==> src/rtl/met_pkg.sv <==
// ----------------------------------------------------------------------------
// met_pkg
// Shared types and constants for the Mandelbrot escape-time pixel block.
// ----------------------------------------------------------------------------
package met_pkg;

    localparam int CFG_DATA_W  = 32;
    localparam int CFG_INDEX_W = 3;
    localparam int COORD_W     = 32;
    localparam int STEP_W      = 31;
    localparam int ITER_W      = 8;

    // register indexes
    localparam logic [CFG_INDEX_W-1:0] CFG_X_LEFT   = 3'd0;
    localparam logic [CFG_INDEX_W-1:0] CFG_Y_TOP    = 3'd1;
    localparam logic [CFG_INDEX_W-1:0] CFG_STEP_X   = 3'd2;
    localparam logic [CFG_INDEX_W-1:0] CFG_STEP_Y   = 3'd3;
    localparam logic [CFG_INDEX_W-1:0] CFG_MAX_ITER = 3'd4;

    // reset values: -2.75, 1.0 in Q4.28, steps, limit
    localparam logic [COORD_W-1:0] X_LEFT_RST   = 32'hD400_0000;
    localparam logic [COORD_W-1:0] Y_TOP_RST    = 32'h1000_0000;
    localparam logic [STEP_W-1:0]  STEP_X_RST   = 31'd134235;
    localparam logic [STEP_W-1:0]  STEP_Y_RST   = 31'd134251;
    localparam logic [ITER_W-1:0]  MAX_ITER_RST = 8'd255;

    typedef struct packed {
        logic [COORD_W-1:0] x_left;
        logic [COORD_W-1:0] y_top;
        logic [STEP_W-1:0]  step_x;
        logic [STEP_W-1:0]  step_y;
        logic [ITER_W-1:0]  max_iter;
    } cfg_t;

    typedef enum logic [1:0] {
        ST_IDLE,
        ST_CADD,
        ST_STEP,
        ST_SQR
    } state_t;

    typedef struct packed {
        logic load_in;
        logic load_c;
        logic step;
        logic square;
        logic load_out;
    } dp_cmd_t;

    typedef struct packed {
        logic esc;
        logic at_max;
    } dp_status_t;

endpackage

==> src/rtl/met_cfg.sv <==
// ----------------------------------------------------------------------------
// met_cfg
// Configuration register file, written through a plain write port.
// ----------------------------------------------------------------------------
module met_cfg
    import met_pkg::*;
(
    input  logic                   clk,
    input  logic                   rst_n,
    input  logic                   cfg_we,
    input  logic [CFG_INDEX_W-1:0] cfg_index,
    input  logic [CFG_DATA_W-1:0]  cfg_wdata,
    output cfg_t                   cfg
);

    cfg_t cfg_reg;
    cfg_t cfg_next;

    always_comb
    begin
        cfg_next = cfg_reg;
        if (cfg_we)
        begin
            unique case (cfg_index)
                CFG_X_LEFT:   cfg_next.x_left   = cfg_wdata[COORD_W-1:0];
                CFG_Y_TOP:    cfg_next.y_top    = cfg_wdata[COORD_W-1:0];
                CFG_STEP_X:   cfg_next.step_x   = cfg_wdata[STEP_W-1:0];
                CFG_STEP_Y:   cfg_next.step_y   = cfg_wdata[STEP_W-1:0];
                CFG_MAX_ITER: cfg_next.max_iter = cfg_wdata[ITER_W-1:0];
                default:      cfg_next = cfg_reg;
            endcase
        end
    end

    always_ff @(posedge clk or negedge rst_n)
    begin
        if (!rst_n)
        begin
            cfg_reg.x_left   <= X_LEFT_RST;
            cfg_reg.y_top    <= Y_TOP_RST;
            cfg_reg.step_x   <= STEP_X_RST;
            cfg_reg.step_y   <= STEP_Y_RST;
            cfg_reg.max_iter <= MAX_ITER_RST;
        end
        else
        begin
            cfg_reg <= cfg_next;
        end
    end

    assign cfg = cfg_reg;

endmodule

==> config.mk <==
export PLATFORM = sky130hd
export DESIGN_NAME = met_cfg
export DESIGN_NICKNAME = d
export VERILOG_FILES = /design/src/rtl/met_pkg.sv /design/src/rtl/met_cfg.sv
export SDC_FILE = /design/constraint.sdc
export NUM_CORES = 1
export LEC_CHECK = 0
export ABC_AREA = 0
export BUFFER_PORTS_ARGS = -buffer_cell sky130_fd_sc_hd__buf_2
export CAP_MARGIN = 30
export CORE_MARGIN = 4
export CORE_UTILIZATION = 34
export DETAILED_ROUTE_END_ITERATION = 8
export PLACE_DENSITY = 0.68
export SYNTH_ARGS = -nofsm -noshare
export SYNTH_HDL_FRONTEND = slang
export SYNTH_SLANG_ARGS = --single-unit
==> constraint.sdc <==
create_clock -name clk -period 2.27 [get_ports clk]
set_clock_uncertainty 0.2 [all_clocks]
set_input_delay 0 -clock clk [delete_from_list [all_inputs] [get_ports clk]]
set_output_delay 0 -clock clk [all_outputs]
set_load 0.01 [all_outputs]
## After elaboration in Yosys (flattened, before gate mapping)

Cells that the tools add are included.

| operators by class | value |
|---|---|
| equality and inequality tests | 4 |
| reduce and logical (&&, ||, !) cells | 6 |

Operators by type and width:

| cell | count |
|---|---|
| AND reduction 2 bit | 5 |
| == test 3 x 2 -> 1 bit, second input constant | 2 |
| == test 3 x 1 -> 1 bit, second input constant | 1 |
| == test 3 bit, second input constant | 1 |
| zero test 3 bit | 1 |

| word-level totals | value |
|---|---|
| register bits | 134 |
| input bits | 38 |
| output and inout bits | 134 |
| word-level logic and storage cells | 15 |

## Logic depth before layout (Yosys ltp)

| depth | value |
|---|---|
| word-level depth | 2 |
| gate-level depth with buffers | 4 |
| mapped depth without buffers | 2 |

## Worst setup path before layout

OpenSTA, ideal clock, no wires.

| path | value |
|---|---|
| kind | input -> register |
| start | input port cfg_index[0] |
| end | register cfg_reg, in the netlist cfg[102] |
| setup time | 125 ps |
| arrival | 923 ps |
| required time | 1945 ps |
| setup slack | 1022 ps |
| stages | 3 |
| buffers on the path | 1 |
| cells stage by stage | nor4b_4 -> buf_6 -> mux2_2 |

| between the ends | value |
|---|---|
| cells in the longest elaborated chain, start to end | 2 |

RTL lines:

| item | line | text |
|---|---|---|
| start, declared | met_cfg.sv:11 | `input logic [CFG_INDEX_W-1:0] cfg_index,` |
| zero test 3 bit | met_cfg.sv:24 | `unique case (cfg_index)` |
| AND reduction 2 bit (no line) | n/a |  |
| end signal, assigned | met_cfg.sv:47 | `cfg_reg <= cfg_next;` |
| end, declared | met_cfg.sv:16 | `cfg_t cfg_reg;` |

No other way between the ends.
A chain may end at the register's enable or synchronous reset.

## Final worst setup path

| path | value |
|---|---|
| start | register cfg_reg, in the netlist cfg[132] |
| end | output port cfg[132] in the netlist's numbering |

RTL lines:

| item | line | text |
|---|---|---|
| end, declared | met_cfg.sv:13 | `output cfg_t cfg` |

No word-level cell between the ends.

==> impl_metrics.csv <==
group,metric,value,unit
status,outcome,"complete, no violations",
final_layout,largest_reg_flops,134,
final_layout,drive_gt1_share,71.7,%
timing,post-route-min-period,1270,ps
critical_path,cp_top_family,"flip-flops",
timing,setup_tns,0,ps
yosys,synth_top_family_by_area,"multiplexers",
critical_path,crit_path_cell_trace,"buf_2",
yosys,synthMuxAreaShare,29.6,%
yosys,synth_area_leaders,"dfrtp_1 52%, mux2_2 28%, dfstp_2 15%",
yosys,syn_area_per_cell,17.7,sq um
yosys,yosysMostFrequentCell,"mux2_2",
global_routing,grt_pass1_wl,19.0,mm
route,antenna_left,0,
floorplan,num_rows,44,
critical_path,timing_worst_setup_path_type,"reg -> out",
timing,rsz0062_at_grt,"false",
pwr,peakVddDrop,560,uV
cts,cts_root_buffer,"clkbuf_16",
timing,finalCritPeriodShare,56.0,%
timing,maxSlewViolCount,0,
yosys,ys_top_cells_by_count,"127 x mux2_2, 105 x dfrtp_1, 29 x dfstp_2, 9 x buf_6, 7 x mux2_1",
place,gp_congestion,0.737,
route,finalWirelength,11.9,mm
pwr,total_power,0.00743,W
pwr,p_leak,3.30,nW
floorplan,die_w,130,um
floorplan,die_h,130,um
critical_path,cp-end-kind,"output pin",
floorplan,coreArea,0.0146,sq mm
yosys,ys_seq_area_share,66.6,%
timing,hold_viol_final,0,
yosys,synthAdderAreaFrac,0,%
cts,cts-resized-gates,0,
yosys,synth_compound_area_share,0,%
yosys,synthSimpleGateAreaFrac,1.28,%
route,via_count,3225,
cts,cts.sinks,134,
route,viasPerCell,4.58,
route,wl_per_cell,16.9,um
timing,fmax,787,MHz
route,initialDrtViolationCount,90,
yosys,ys_async_sr_fraction,100,%
yosys,syn-num-nets,325,
place,place.detailed.hpwl,8.25,mm
cts,clock_path_buffers,2,
yosys,synthDistinctLibCells,10,
critical_path,start_kind,"flop",
global_routing,grt-ovfl-total,0,
yosys,synth_xor_area_share,0,%
cts,cts_tree,"built",
floorplan,die-area,0.0170,sq mm
critical_path,slowest_stage,"dfstp_2",
critical_path,cpPeakStageDelay,530,ps
timing,worst_slew_pin_slew,744,ps
critical_path,cp.arrival,1070,ps
cts,clkTransAtPathRegs,50,ps
cts,clk_latency,400,ps
worst_hold_path,min_path_type,"in -> async",
global_routing,grt_usage,14.5,%
final_layout,synthToLayoutAreaGrowth,39.1,%
critical_path,critPathMaxFanout,2,
critical_path,worst_ep_required_time,2070,ps
place,portBuffers,171,
timing,relSlewSlack,50.4,%
timing,setup_viol,0,
route,post-route-drc-count,0,
yosys,synth_edf_count,0,
global_routing,antenna_found_initial,1,
final_layout,diodes,0,
cts,cts_buffers,17,
pwr,p_per_area,1050,mW/mm^2
yosys,synth-main-ff-cell,"dfrtp_1",
cts,htreeDepth,4,
yosys,synth_largest_area_cell,"dfrtp_1",
job,cap_violations,0,
yosys,synthCells,287,
floorplan,ioPinCount,172,
floorplan,start_util,34.9,%
yosys,synth_top_cell_area_share,51.6,%
yosys,yosysWarnings,0,
yosys,syn_area,0.00509,sq mm
global_routing,grt_pass1_vias,3543,
final_layout,finalNetCount,545,
yosys,ys_seq_elements,134,
global_routing,grt_max_degree,135,
critical_path,crit_buf_inv,1,
route,dr.pass1.iters,4,
==> cell type report <==
cell class | instances | area (sq um)
timing repair buffer | 215 | 1280
fill | 1269 | 7510
multi-input combinational | 139 | 1600
clock buffer | 22 | 484
tap | 184 | 230
clock inverter | 10 | 95.1
sequential | 134 | 3390
==> cell families after synthesis <==
logic type             count (synthesis)
buffers and inverters                 14
multiplexers                         134
AND/OR/NAND/NOR                        5
flip-flops                           134
==> layer usage <==
metal,vias to the layer above,track usage [%],share of wire [%]
li1,1467,-,-
met1,1631,17.2,41
met2,107,23.9,50
met3,18,5.89,7.5
met4,2,5.20,1.5
met5,-,0,0.059
==> final timing paths <==
check	from	to	slack [ps]	cells past startpoint
max	cfg[132]$_DFFE_PN1P_	cfg[132]	1000	1
min	rst_n	cfg[12]$_DFFE_PN0P_	10	3
max reg2reg	cfg[129]$_DFFE_PN0P_	cfg[129]$_DFFE_PN0P_	1260	1
min reg2reg	cfg[76]$_DFFE_PN0P_	cfg[76]$_DFFE_PN0P_	290	1
max in group asynchronous	rst_n	cfg[99]$_DFFE_PN0P_	1260	3
min in group clk	cfg_index[2]	cfg[76]$_DFFE_PN0P_	30	4
==> per-stage QoR <==
stage	cells	instance area, sq um	worst slack [ps]	hold WS [ps]	util, %
after global routing	704	7080	949	53.7	48.5
final	704	7080	1000	12.5	48.5
after global placement	639	6170	813	-44.9	42.3
after CTS	704	7080	970	25.0	48.5
after floorplan	287	5090	1020	-496	-
after detailed placement	639	6170	742	-31.5	42.3
==> what timing repair did <==
| item | in CTS | in global routing |
|---|---|---|
| buffers inserted | 0 | 0 |
| hold buffers | 33 | 0 |
| endpoints found under the hold margin | 268 | 0 |
==> cell usage in the layout (no fill, tap or decap) <==
master,instances
nand4b_1,1
clkbuf_8,4
dlygate4sd3_1,33
clkinvlp_4,5
clkbuf_16,17
buf_12,1
clkbuf_1,1
buf_4,11
nor4bb_4,1
clkinv_2,2
dfrtp_1,105
inv_6,2
bufinv_16,1
buf_2,170
and4bb_2,1
dfstp_2,29
nor4b_4,1
mux2_2,127
mux2_1,7
nor4bb_2,1
==> power by group <==
group	internal (W)	switching (W)
Sequential	0.00300	0.000268
Clock	0.00162	0.000990
Combinational	0.000812	0.000740
Note: power is estimated with default switching activity, not from simulation.
