$ cat src/rtl/met_pkg.sv
// ----------------------------------------------------------------------------
// met_pkg
// Shared types and constants for the Mandelbrot escape-time pixel block.
// ----------------------------------------------------------------------------
package met_pkg;

    localparam int CFG_DATA_W  = 32;
    localparam int CFG_INDEX_W = 3;
    localparam int COORD_W     = 32;
    localparam int STEP_W      = 31;
    localparam int ITER_W      = 8;

    // register indexes
    localparam logic [CFG_INDEX_W-1:0] CFG_X_LEFT   = 3'd0;
    localparam logic [CFG_INDEX_W-1:0] CFG_Y_TOP    = 3'd1;
    localparam logic [CFG_INDEX_W-1:0] CFG_STEP_X   = 3'd2;
    localparam logic [CFG_INDEX_W-1:0] CFG_STEP_Y   = 3'd3;
    localparam logic [CFG_INDEX_W-1:0] CFG_MAX_ITER = 3'd4;

    // reset values: -2.75, 1.0 in Q4.28, steps, limit
    localparam logic [COORD_W-1:0] X_LEFT_RST   = 32'hD400_0000;
    localparam logic [COORD_W-1:0] Y_TOP_RST    = 32'h1000_0000;
    localparam logic [STEP_W-1:0]  STEP_X_RST   = 31'd134235;
    localparam logic [STEP_W-1:0]  STEP_Y_RST   = 31'd134251;
    localparam logic [ITER_W-1:0]  MAX_ITER_RST = 8'd255;

    typedef struct packed {
        logic [COORD_W-1:0] x_left;
        logic [COORD_W-1:0] y_top;
        logic [STEP_W-1:0]  step_x;
        logic [STEP_W-1:0]  step_y;
        logic [ITER_W-1:0]  max_iter;
    } cfg_t;

    typedef enum logic [1:0] {
        ST_IDLE,
        ST_CADD,
        ST_STEP,
        ST_SQR
    } state_t;

    typedef struct packed {
        logic load_in;
        logic load_c;
        logic step;
        logic square;
        logic load_out;
    } dp_cmd_t;

    typedef struct packed {
        logic esc;
        logic at_max;
    } dp_status_t;

endpackage

$ cat src/rtl/met_ctrl.sv
// ----------------------------------------------------------------------------
// met_ctrl
// Sequencer: accept, form c, alternate step and square until done.
// ----------------------------------------------------------------------------
module met_ctrl
    import met_pkg::*;
(
    input  logic       clk,
    input  logic       rst_n,
    input  logic       in_valid,
    output logic       in_ready,
    output logic       out_valid,
    input  logic       out_ready,
    input  dp_status_t status,
    output dp_cmd_t    cmd
);

    state_t state_reg;
    state_t state_next;
    logic   out_valid_reg;
    logic   out_valid_next;
    logic   finish;
    logic   out_free;

    assign finish   = status.esc || status.at_max;
    assign out_free = !out_valid_reg || out_ready;

    // next state
    always_comb
    begin
        state_next = state_reg;
        unique case (state_reg)
            ST_IDLE:
            begin
                if (in_valid)
                    state_next = ST_CADD;
            end
            ST_CADD:
            begin
                state_next = ST_STEP;
            end
            ST_STEP:
            begin
                if (!finish)
                    state_next = ST_SQR;
                else if (out_free)
                    state_next = ST_IDLE;
            end
            ST_SQR:
            begin
                state_next = ST_STEP;
            end
            default:
            begin
                state_next = ST_IDLE;
            end
        endcase
    end

    // outputs
    always_comb
    begin
        cmd      = '0;
        in_ready = 1'b0;
        unique case (state_reg)
            ST_IDLE:
            begin
                in_ready    = 1'b1;
                cmd.load_in = in_valid;
            end
            ST_CADD:
            begin
                cmd.load_c = 1'b1;
            end
            ST_STEP:
            begin
                cmd.step     = !finish;
                cmd.load_out = finish && out_free;
            end
            ST_SQR:
            begin
                cmd.square = 1'b1;
            end
            default:
            begin
                cmd = '0;
            end
        endcase
    end

    always_comb
    begin
        out_valid_next = out_valid_reg;
        if (cmd.load_out)
            out_valid_next = 1'b1;
        else if (out_ready)
            out_valid_next = 1'b0;
    end

    always_ff @(posedge clk or negedge rst_n)
    begin
        if (!rst_n)
        begin
            state_reg     <= ST_IDLE;
            out_valid_reg <= 1'b0;
        end
        else
        begin
            state_reg     <= state_next;
            out_valid_reg <= out_valid_next;
        end
    end

    assign out_valid = out_valid_reg;

endmodule

$ cat config.mk
export PLATFORM = sky130hd
export DESIGN_NAME = met_ctrl
export DESIGN_NICKNAME = d
export VERILOG_FILES = /design/src/rtl/met_pkg.sv /design/src/rtl/met_ctrl.sv
export SDC_FILE = /design/constraint.sdc
export NUM_CORES = 1
export LEC_CHECK = 0
export BUFFER_PORTS_ARGS = -buffer_cell sky130_fd_sc_hd__buf_4
export CAP_MARGIN = 5
export CORE_AREA = 2 2 39 41
export CTS_BUF_LIST = sky130_fd_sc_hd__clkbuf_4 sky130_fd_sc_hd__clkbuf_8
export CTS_CLUSTER_SIZE = 28
export DETAILED_ROUTE_END_ITERATION = 6
export DIE_AREA = 0 0 41 43
export HOLD_SLACK_MARGIN = 0.06
export PLACE_DENSITY = 0.33
export SYNTH_ARGS = -nofsm -noshare
export SYNTH_HDL_FRONTEND = slang
export SYNTH_SLANG_ARGS = --single-unit
$ cat constraint.sdc
create_clock -name clk -period 1.3 [get_ports clk]
set_clock_uncertainty 0.05 [all_clocks]
set_input_delay 0.26 -clock clk [delete_from_list [all_inputs] [get_ports clk]]
set_output_delay 0.26 -clock clk [all_outputs]
set_load 0.005 [all_outputs]
Word-level counts from Yosys, hierarchy flattened. Index checks and enable logic that the tools add are counted.

Add/subtract/negate cells: 0. Multipliers: 0. Mux-type cells: 12. Reduce and logical (&&, ||, !) cells: 9. Equal/unequal tests: 5. Shifts and indexed selects: 0. Div/mod/pow operators: 0. Bitwise operators: 0. Magnitude comparators: 0.

Operators with widths (number): 1-bit 2-to-1 mux (8); 2-bit 2-to-1 mux (3); 2-bit case mux with 3 select lines (1); 2-bit == test, second input constant (2); 3-bit inequality test, second input constant (1); 2-bit by 1-bit == test with 1-bit output, second input constant (1); 1-bit zero test (2); 2-bit zero test (1); 1-bit logical OR (2); 2-bit inequality test, second input constant (1); 2-bit AND reduction (1); 2-bit nonzero test (1); 2-bit OR reduction (1); 1-bit logical AND (1).

Bits in writable memories: 0. Memories: 0. Register bits after elaboration: 3. Latch bits: 0. ROM bits: 0.

Logic depth before layout (Yosys ltp). Gate-level depths: netlist (run 1).

Depth after elaboration: 5. Mapped depth: 4. Gate-level depth less buffers: 3.

Worst setup path after synthesis (run 1). Ideal clock, no wire load.

Path kind: reg-to-output. From: reg state_reg[0]. To: out cmd[0] (netlist name). Required time: 0.990 ns. Arrival time: 0.978 ns. Slack: 0.012 ns. Cell stages (with the launch flop): 4. Cell sequence: dfrtp_1 -> or3b_1 -> nor2_1 -> buf_4.

RTL lines: start: declaration (RTL line met_ctrl.sv:18) `state_t state_reg;`; start signal: assignment (RTL line met_ctrl.sv:109) `state_reg <= state_next;`; end: declaration (RTL line met_ctrl.sv:15) `output dp_cmd_t cmd`.

==> impl_metrics.ini, run 1 <==
[outcome]
status = finished with violations
failed_checks = negative setup slack

[power_and_ir_drop]
irDropWorstVdd_mv = 0.578
power_per_cell_area_nw_per_um2 = 2060
p_leak_nw = 0.180

[setup_path]
timing_worst_setup_path_type = flop to primary output
critPathLaunchType = flop
worst_endpoint_required_time_ns = 0.99
worstPathArrival_ns = 1.20
r2r.worst_path.cells = 2
timing.reg2reg.setup_slack_ns = 0.34
critPathMaxFanout = 2
cp-startpoint = state_reg[0]
timing.rr.start = state_reg[0]
worst_setup_path_end_kind = primary output
critical_path.endpoint = cmd[0]
critical_path.reg2reg.endpoint = out_valid

[grt]
global_route.overflow_total = 0
grtUsageTotal_pct = 7.12
global_route_wire_length_before_repair_um = 779
first_global_vias = 203
number_of_antenna_violations_at_the_first_check_in_global_routing = 0
grt_start_max_net_pins = 7

[timing]
period_needed_ns = 1.51
finalHoldViolations = 0
setup_slack_ns = -0.213
rsz0062_at_grt = yes
min_period_over_period_pct = 116
timing.fmax_ghz = 0.661
setup-tns-final_ns = -0.616
final-max-slew-violation-count = 0
max_slew.worst_pin.slew_ns = 0.220
relSlewSlack_pct = 85.3
timing.final.setup_violations = 6

[place]
place_congestion = 0.551
placed_area_um2 = 289
dpl.hpwl_um = 397
io_buffer_count = 12
place_worst_setup_slack_ns = -0.0172

[floorplanning]
floorplan.initialDensity_pct = 12.4
ios = 13
core.rowCount = 14
die_w_um = 41
core_region_area_um2 = 1380
fp.dieArea_um2 = 1760
die-height_um = 43

[clock_network]
max-clock-path-buffers = 2
cts_root_buf = sky130_fd_sc_hd__clkbuf_4
clock_tree.htree_level_count = 1
cts_tree = yes
clk_latency_ns = 0.23
post-cts-setup-buffer-count = 0
number_of_buffers_inserted_during_clock_tree_synthesis = 3
clkSlewWorstSetupHoldPaths_ns = 0.04
clock-sinks = 3

[logic_synthesis]
post_synthesis_xor_xnor_area_fraction_pct = 0
yosysUniqueCellTypes = 12
edff_count_synth = 0
syn-num-nets = 24
synth-compound-area-share_pct = 2.92
main_combinational_cell_family_by_area_after_synthesis = simple AND/OR/NAND/NOR gates
post_synth_and_or_nand_nor_area_fraction_pct = 43.1
synth.top_cells.by_count = 4 x sky130_fd_sc_hd__nor2_1, 3 x sky130_fd_sc_hd__dfrtp_1, 2 x sky130_fd_sc_hd__nand2b_1
post_synth_mux_area_share_pct = 5.84
syn_warnings = 0
post-synth-top-count-cell = sky130_fd_sc_hd__nor2_1
synth_flop_cell = sky130_fd_sc_hd__dfrtp_1
synth_adder_area_share_pct = 0
post_synth_instance_area_um2 = 171
synth_top_cell_by_area = sky130_fd_sc_hd__dfrtp_1
synth.top_cell.area_share_pct = 43.8
asyncSetResetFlopFracSynth_pct = 100
synth_area_leaders = sky130_fd_sc_hd__dfrtp_1 44%, sky130_fd_sc_hd__nor2_1 8.8%, sky130_fd_sc_hd__nand2b_1 7.3%
ys_seq_elements = 3
synthesis.instances = 18
synth_area_per_cell_um2 = 9.52
synth.yosys.seq_area_share_pct = 43.8

[drt]
finalWirelength_um = 493
viasPerCell = 3.63
initialDrtViolationCount = 2
detail_route.drc_violations = 0
detail-route-antenna-nets = 0
first_pass_drt_iterations = 3
num_vias = 189
wire_per_inst_um = 9.48

[final_layout]
final_area_um2 = 360
drive_above_1_share_pct = 66.7
diodes = 0
area_delta_synth_final_pct = 110
largest_register_ffs = 2
fin_nets = 43

[worst_hold_path]
min_path_type = input port to flop
hold_path.startpoint = in_valid
hold_path_depth = 3

[run]
cap_viol_max_count = 0
[power breakdown]
group / total, mW / internal [mW] / leakage [nW] / switching, mW
logic: 0.399 / 0.252 / 0.125 / 0.147
registers: 0.160 / 0.135 / 0.0373 / 0.0244
clock network: 0.183 / 0.136 / 0.0184 / 0.0470
[worst min-delay path by stage]
stage / endpoint / slack (ns)
2_1_floorplan: out_valid / -0.09
5_1_grt: state_reg[0] / 0.27
4_1_cts: state_reg[0] / 0.23
6_report: state_reg[0] / 0.24
3_5_place_dp: out_valid / 0.004
3_3_place_gp: out_valid / 0.002
[repair_timing]
| item | 4_1_cts | 5_1_grt |
|---|---|---|
| pin swaps | 2 | 2 |
| hold buffers | 1 | 0 |
| setup endpoints to repair | 6 | 6 |
| gates resized for setup | 5 | 3 |
| endpoints found under the hold margin | 3 | 0 |
[logic make-up after synthesis]
family,count (synthesis)
flops,3
compound gates,1
simple gates,12
mux,1
buf+inv,1
[final cells by class]
cell class | count | area [µm²]
multi-input combinational | 14 | 113
timing repair buffer | 15 | 123
sequential | 3 | 75.1
clock buffer | 4 | 30.0
tap | 16 | 20.0
fill | 156 | 1020
[routing by layer]
metal  up-vias  track usage (%)  wire length (µm)
met5         -                0                 0
met4         0             10.0                 0
met3         0             1.57                64
met2        13             9.06               224
met1        83             7.69               203
li1         93                -                 -
[metrics by stage]
step / hold WS (ns) / util, % / total power, mW / std cells
after CTS: 0.233 / 25.0 / 0.726 / 52
after global placement: 0.00160 / 20.9 / 0.489 / 47
final: 0.239 / 26.0 / 0.741 / 52
after floorplan: -0.0856 / - / 0.307 / 18
after global routing: 0.268 / 26.0 / 0.797 / 52
after detailed placement: 0.00350 / 20.9 / 0.487 / 47
[layout by cell type (no fill, tap or decap)]
cell / synthesis / routed
sky130_fd_sc_hd__dfrtp_1: 3 / 3
sky130_fd_sc_hd__nor2_1: 4 / 2
sky130_fd_sc_hd__or3b_4: 0 / 1
sky130_fd_sc_hd__clkbuf_4: 0 / 4
sky130_fd_sc_hd__and2b_2: 1 / 1
sky130_fd_sc_hd__nor4b_4: 0 / 1
sky130_fd_sc_hd__buf_4: 1 / 12
sky130_fd_sc_hd__and2_4: 0 / 1
sky130_fd_sc_hd__dlygate4sd3_1: 0 / 1
sky130_fd_sc_hd__mux2i_1: 1 / 1
sky130_fd_sc_hd__nor2b_1: 1 / 1
sky130_fd_sc_hd__and2_1: 1 / 1
sky130_fd_sc_hd__nor2_2: 0 / 2
sky130_fd_sc_hd__nand2b_1: 2 / 2
sky130_fd_sc_hd__o21ai_0: 1 / 1
sky130_fd_sc_hd__buf_6: 0 / 2
[critical path, cell delays in order, from the launching register on]
cell and delay (ns):
sky130_fd_sc_hd__dfrtp_1 0.37, sky130_fd_sc_hd__or3b_4 0.40, sky130_fd_sc_hd__nor2_2 0.09, sky130_fd_sc_hd__buf_4 0.11
Power figures use the tool's default switching activity.
==> inputs of run 2 (changes only) <==
--- a/config.mk
+++ b/config.mk
@@ -5,6 +5,7 @@
 export SDC_FILE = /design/constraint.sdc
 export NUM_CORES = 1
 export LEC_CHECK = 0
+export ABC_AREA = 1
 export BUFFER_PORTS_ARGS = -buffer_cell sky130_fd_sc_hd__buf_4
 export CAP_MARGIN = 5
 export CORE_AREA = 2 2 39 41
@@ -13,7 +14,7 @@
 export DETAILED_ROUTE_END_ITERATION = 6
 export DIE_AREA = 0 0 41 43
 export HOLD_SLACK_MARGIN = 0.06
-export PLACE_DENSITY = 0.33
+export PLACE_DENSITY = 0.35
 export SYNTH_ARGS = -nofsm -noshare
 export SYNTH_HDL_FRONTEND = slang
 export SYNTH_SLANG_ARGS = --single-unit
==> run 2 against run 1 <==
  * The run still ends with negative setup slack left
  * First-iteration DRC count grew to 2.5 times the previous value
  * Wire length down 10%
  * Clock power hardly changed
  * Utilization increased by 2.4 points
  * Maximum frequency is 13% higher
  * Synthesized area up 18%
  * Largest cell class unchanged
  * Largest power group unchanged
==> impl_metrics.ini, run 2 <==
[floorplanning]
die-height_um = 43
die_w_um = 41
core.rowCount = 14
ios = 13
floorplan.initialDensity_pct = 14.6
core_region_area_um2 = 1380
fp.dieArea_um2 = 1760

[timing]
timing.final.setup_violations = 2
timing.fmax_ghz = 0.749
finalHoldViolations = 0
setup-tns-final_ns = -0.0469
period_needed_ns = 1.33
rsz0062_at_grt = yes
max_slew.worst_pin.slew_ns = 0.171
relSlewSlack_pct = 88.5
min_period_over_period_pct = 103
final-max-slew-violation-count = 0
setup_slack_ns = -0.0343

[power_and_ir_drop]
power_per_cell_area_nw_per_um2 = 1970
irDropWorstVdd_mv = 0.429
p_leak_nw = 0.223

[grt]
global_route_wire_length_before_repair_um = 717
grtUsageTotal_pct = 6.55
number_of_antenna_violations_at_the_first_check_in_global_routing = 0
first_global_vias = 217
global_route.overflow_total = 0
grt_start_max_net_pins = 5

[final_layout]
most_common_cell_after_layout_fill_and_taps_aside = sky130_fd_sc_hd__buf_4
fin_nets = 57
finish.utilization_pct = 28.4
drive_above_1_share_pct = 64.0
area_delta_synth_final_pct = 93.8
largest_register_ffs = 2
layout.cells.most_common_list = 13 x sky130_fd_sc_hd__buf_4, 5 x sky130_fd_sc_hd__inv_1, 4 x sky130_fd_sc_hd__inv_2, 4 x sky130_fd_sc_hd__nand2_2, 4 x sky130_fd_sc_hd__clkbuf_4
diodes = 0

[place]
io_buffer_count = 12
place_congestion = 0.641
dpl.hpwl_um = 350

[clock_network]
clkSlewWorstSetupHoldPaths_ns = 0.04
cts_tree = yes
max-clock-path-buffers = 2
clock-sinks = 3
number_of_buffers_inserted_during_clock_tree_synthesis = 3
clk_latency_ns = 0.23
cts_root_buf = sky130_fd_sc_hd__clkbuf_4
clock_tree.htree_level_count = 1

[logic_synthesis]
post_synthesis_xor_xnor_area_fraction_pct = 0
edff_count_synth = 0
post_synth_and_or_nand_nor_area_fraction_pct = 35.2
synth.top_cell.area_share_pct = 37.0
synthesis.instances = 30
yosysUniqueCellTypes = 11
synth_top_cell_by_area = sky130_fd_sc_hd__dfrtp_1
synth.top_cells.by_count = 7 x sky130_fd_sc_hd__inv_1, 4 x sky130_fd_sc_hd__nand2_1, 4 x sky130_fd_sc_hd__nor2_1
synth_adder_area_share_pct = 0
syn-num-nets = 36
post_synth_mux_area_share_pct = 0
synth_area_leaders = sky130_fd_sc_hd__dfrtp_1 37%, sky130_fd_sc_hd__inv_1 13%, sky130_fd_sc_hd__nand2_2 9.3%
synth-compound-area-share_pct = 7.41
ys_seq_elements = 3
main_combinational_cell_family_by_area_after_synthesis = simple AND/OR/NAND/NOR gates
asyncSetResetFlopFracSynth_pct = 100
post-synth-top-count-cell = sky130_fd_sc_hd__inv_1
synth_flop_cell = sky130_fd_sc_hd__dfrtp_1
post_synth_instance_area_um2 = 203
synth.yosys.seq_area_share_pct = 37.0
syn_warnings = 0
synth_area_per_cell_um2 = 6.76

[outcome]
failed_checks = negative setup slack
status = finished with violations

[drt]
num_vias = 224
detail-route-antenna-nets = 0
first_pass_drt_iterations = 3
wire_per_inst_um = 6.71
initialDrtViolationCount = 5
viasPerCell = 3.39
detail_route.drc_violations = 0
finalWirelength_um = 443

[setup_path]
timing_worst_setup_path_type = flop to primary output
worst_endpoint_required_time_ns = 0.99
worst_setup_path_end_kind = primary output
worstPathArrival_ns = 1.02
critPathLaunchType = flop
critPathMaxFanout = 3

[worst_hold_path]
min_path_type = input port to flop

[run]
cap_viol_max_count = 0
[run 2: power breakdown]
group | switching [mW] | internal, mW
combinational | 0.184 | 0.238
sequential | 0.0362 | 0.136
clock | 0.0443 | 0.136
total | 0.264 | 0.510
[run 2: layout make-up]
type	instances	area, µm²
fillers	164	991
flip-flops and latches	3	76.3
inverters	9	33.8
clock buffers	4	30.0
well taps	16	20.0
multi-input cells	17	91.3
repair buffers	17	141
[run 2: what timing repair did]
item	in CTS	in global routing
pin swaps	1	0
buffers inserted	2	2
gates cloned	0	0
hold buffers	1	0
resized for setup	2	6
setup endpoints to repair	3	6
endpoints found under the hold margin	3	0
[run 2: metal layers]
layer  wire [µm]  track usage [%]  up-vias
met2         246             8.75        4
met5           0                0        -
met1         180             6.17       95
li1            -                -      125
met4           0             8.00        0
met3          15             3.14        0
[run 2: worst paths after layout]
path | start | to | slack, ns | cells past startpoint
setup reg to reg | state_reg[0] | state_reg[1] | 0.37 | 5
max in group asynchronous | rst_n | state_reg[0] | 0.79 | 2
min in group asynchronous | rst_n | state_reg[1] | 0.31 | 2
hold reg to reg | out_valid | out_valid | 0.49 | 2
hold / removal | out_ready | out_valid | 0.16 | 2
setup / recovery | state_reg[0] | cmd[0] | -0.03 | 4
[run 2: per-stage QoR]
| step | area [µm²] | setup slack (ns) | hold WS [ns] | total power [mW] | instances |
|---|---|---|---|---|---|
| 2_1_floorplan | 203 | 0.220 | -0.0856 | 0.350 | 30 |
| 3_3_place_gp | 305 | 0.162 | 0.00209 | 0.500 | 57 |
| 3_5_place_dp | 305 | 0.182 | 0.00154 | 0.493 | 57 |
| 4_1_cts | 364 | -0.0460 | 0.157 | 0.727 | 64 |
| 5_1_grt | 393 | -0.0973 | 0.166 | 0.838 | 66 |
| 6_report | 393 | -0.0343 | 0.163 | 0.774 | 66 |
[run 2: kinds of logic after synthesis]
logic type | count (synthesis)
compound gates | 3
buf+inv | 10
flops | 3
simple gates | 14
[run 2: critical path, cell delays in order (launching register included)]
cell	delay, ns
sky130_fd_sc_hd__dfrtp_2	0.43
sky130_fd_sc_hd__nor2_4	0.12
sky130_fd_sc_hd__nand2_2	0.07
sky130_fd_sc_hd__nor2_2	0.07
sky130_fd_sc_hd__buf_4	0.10
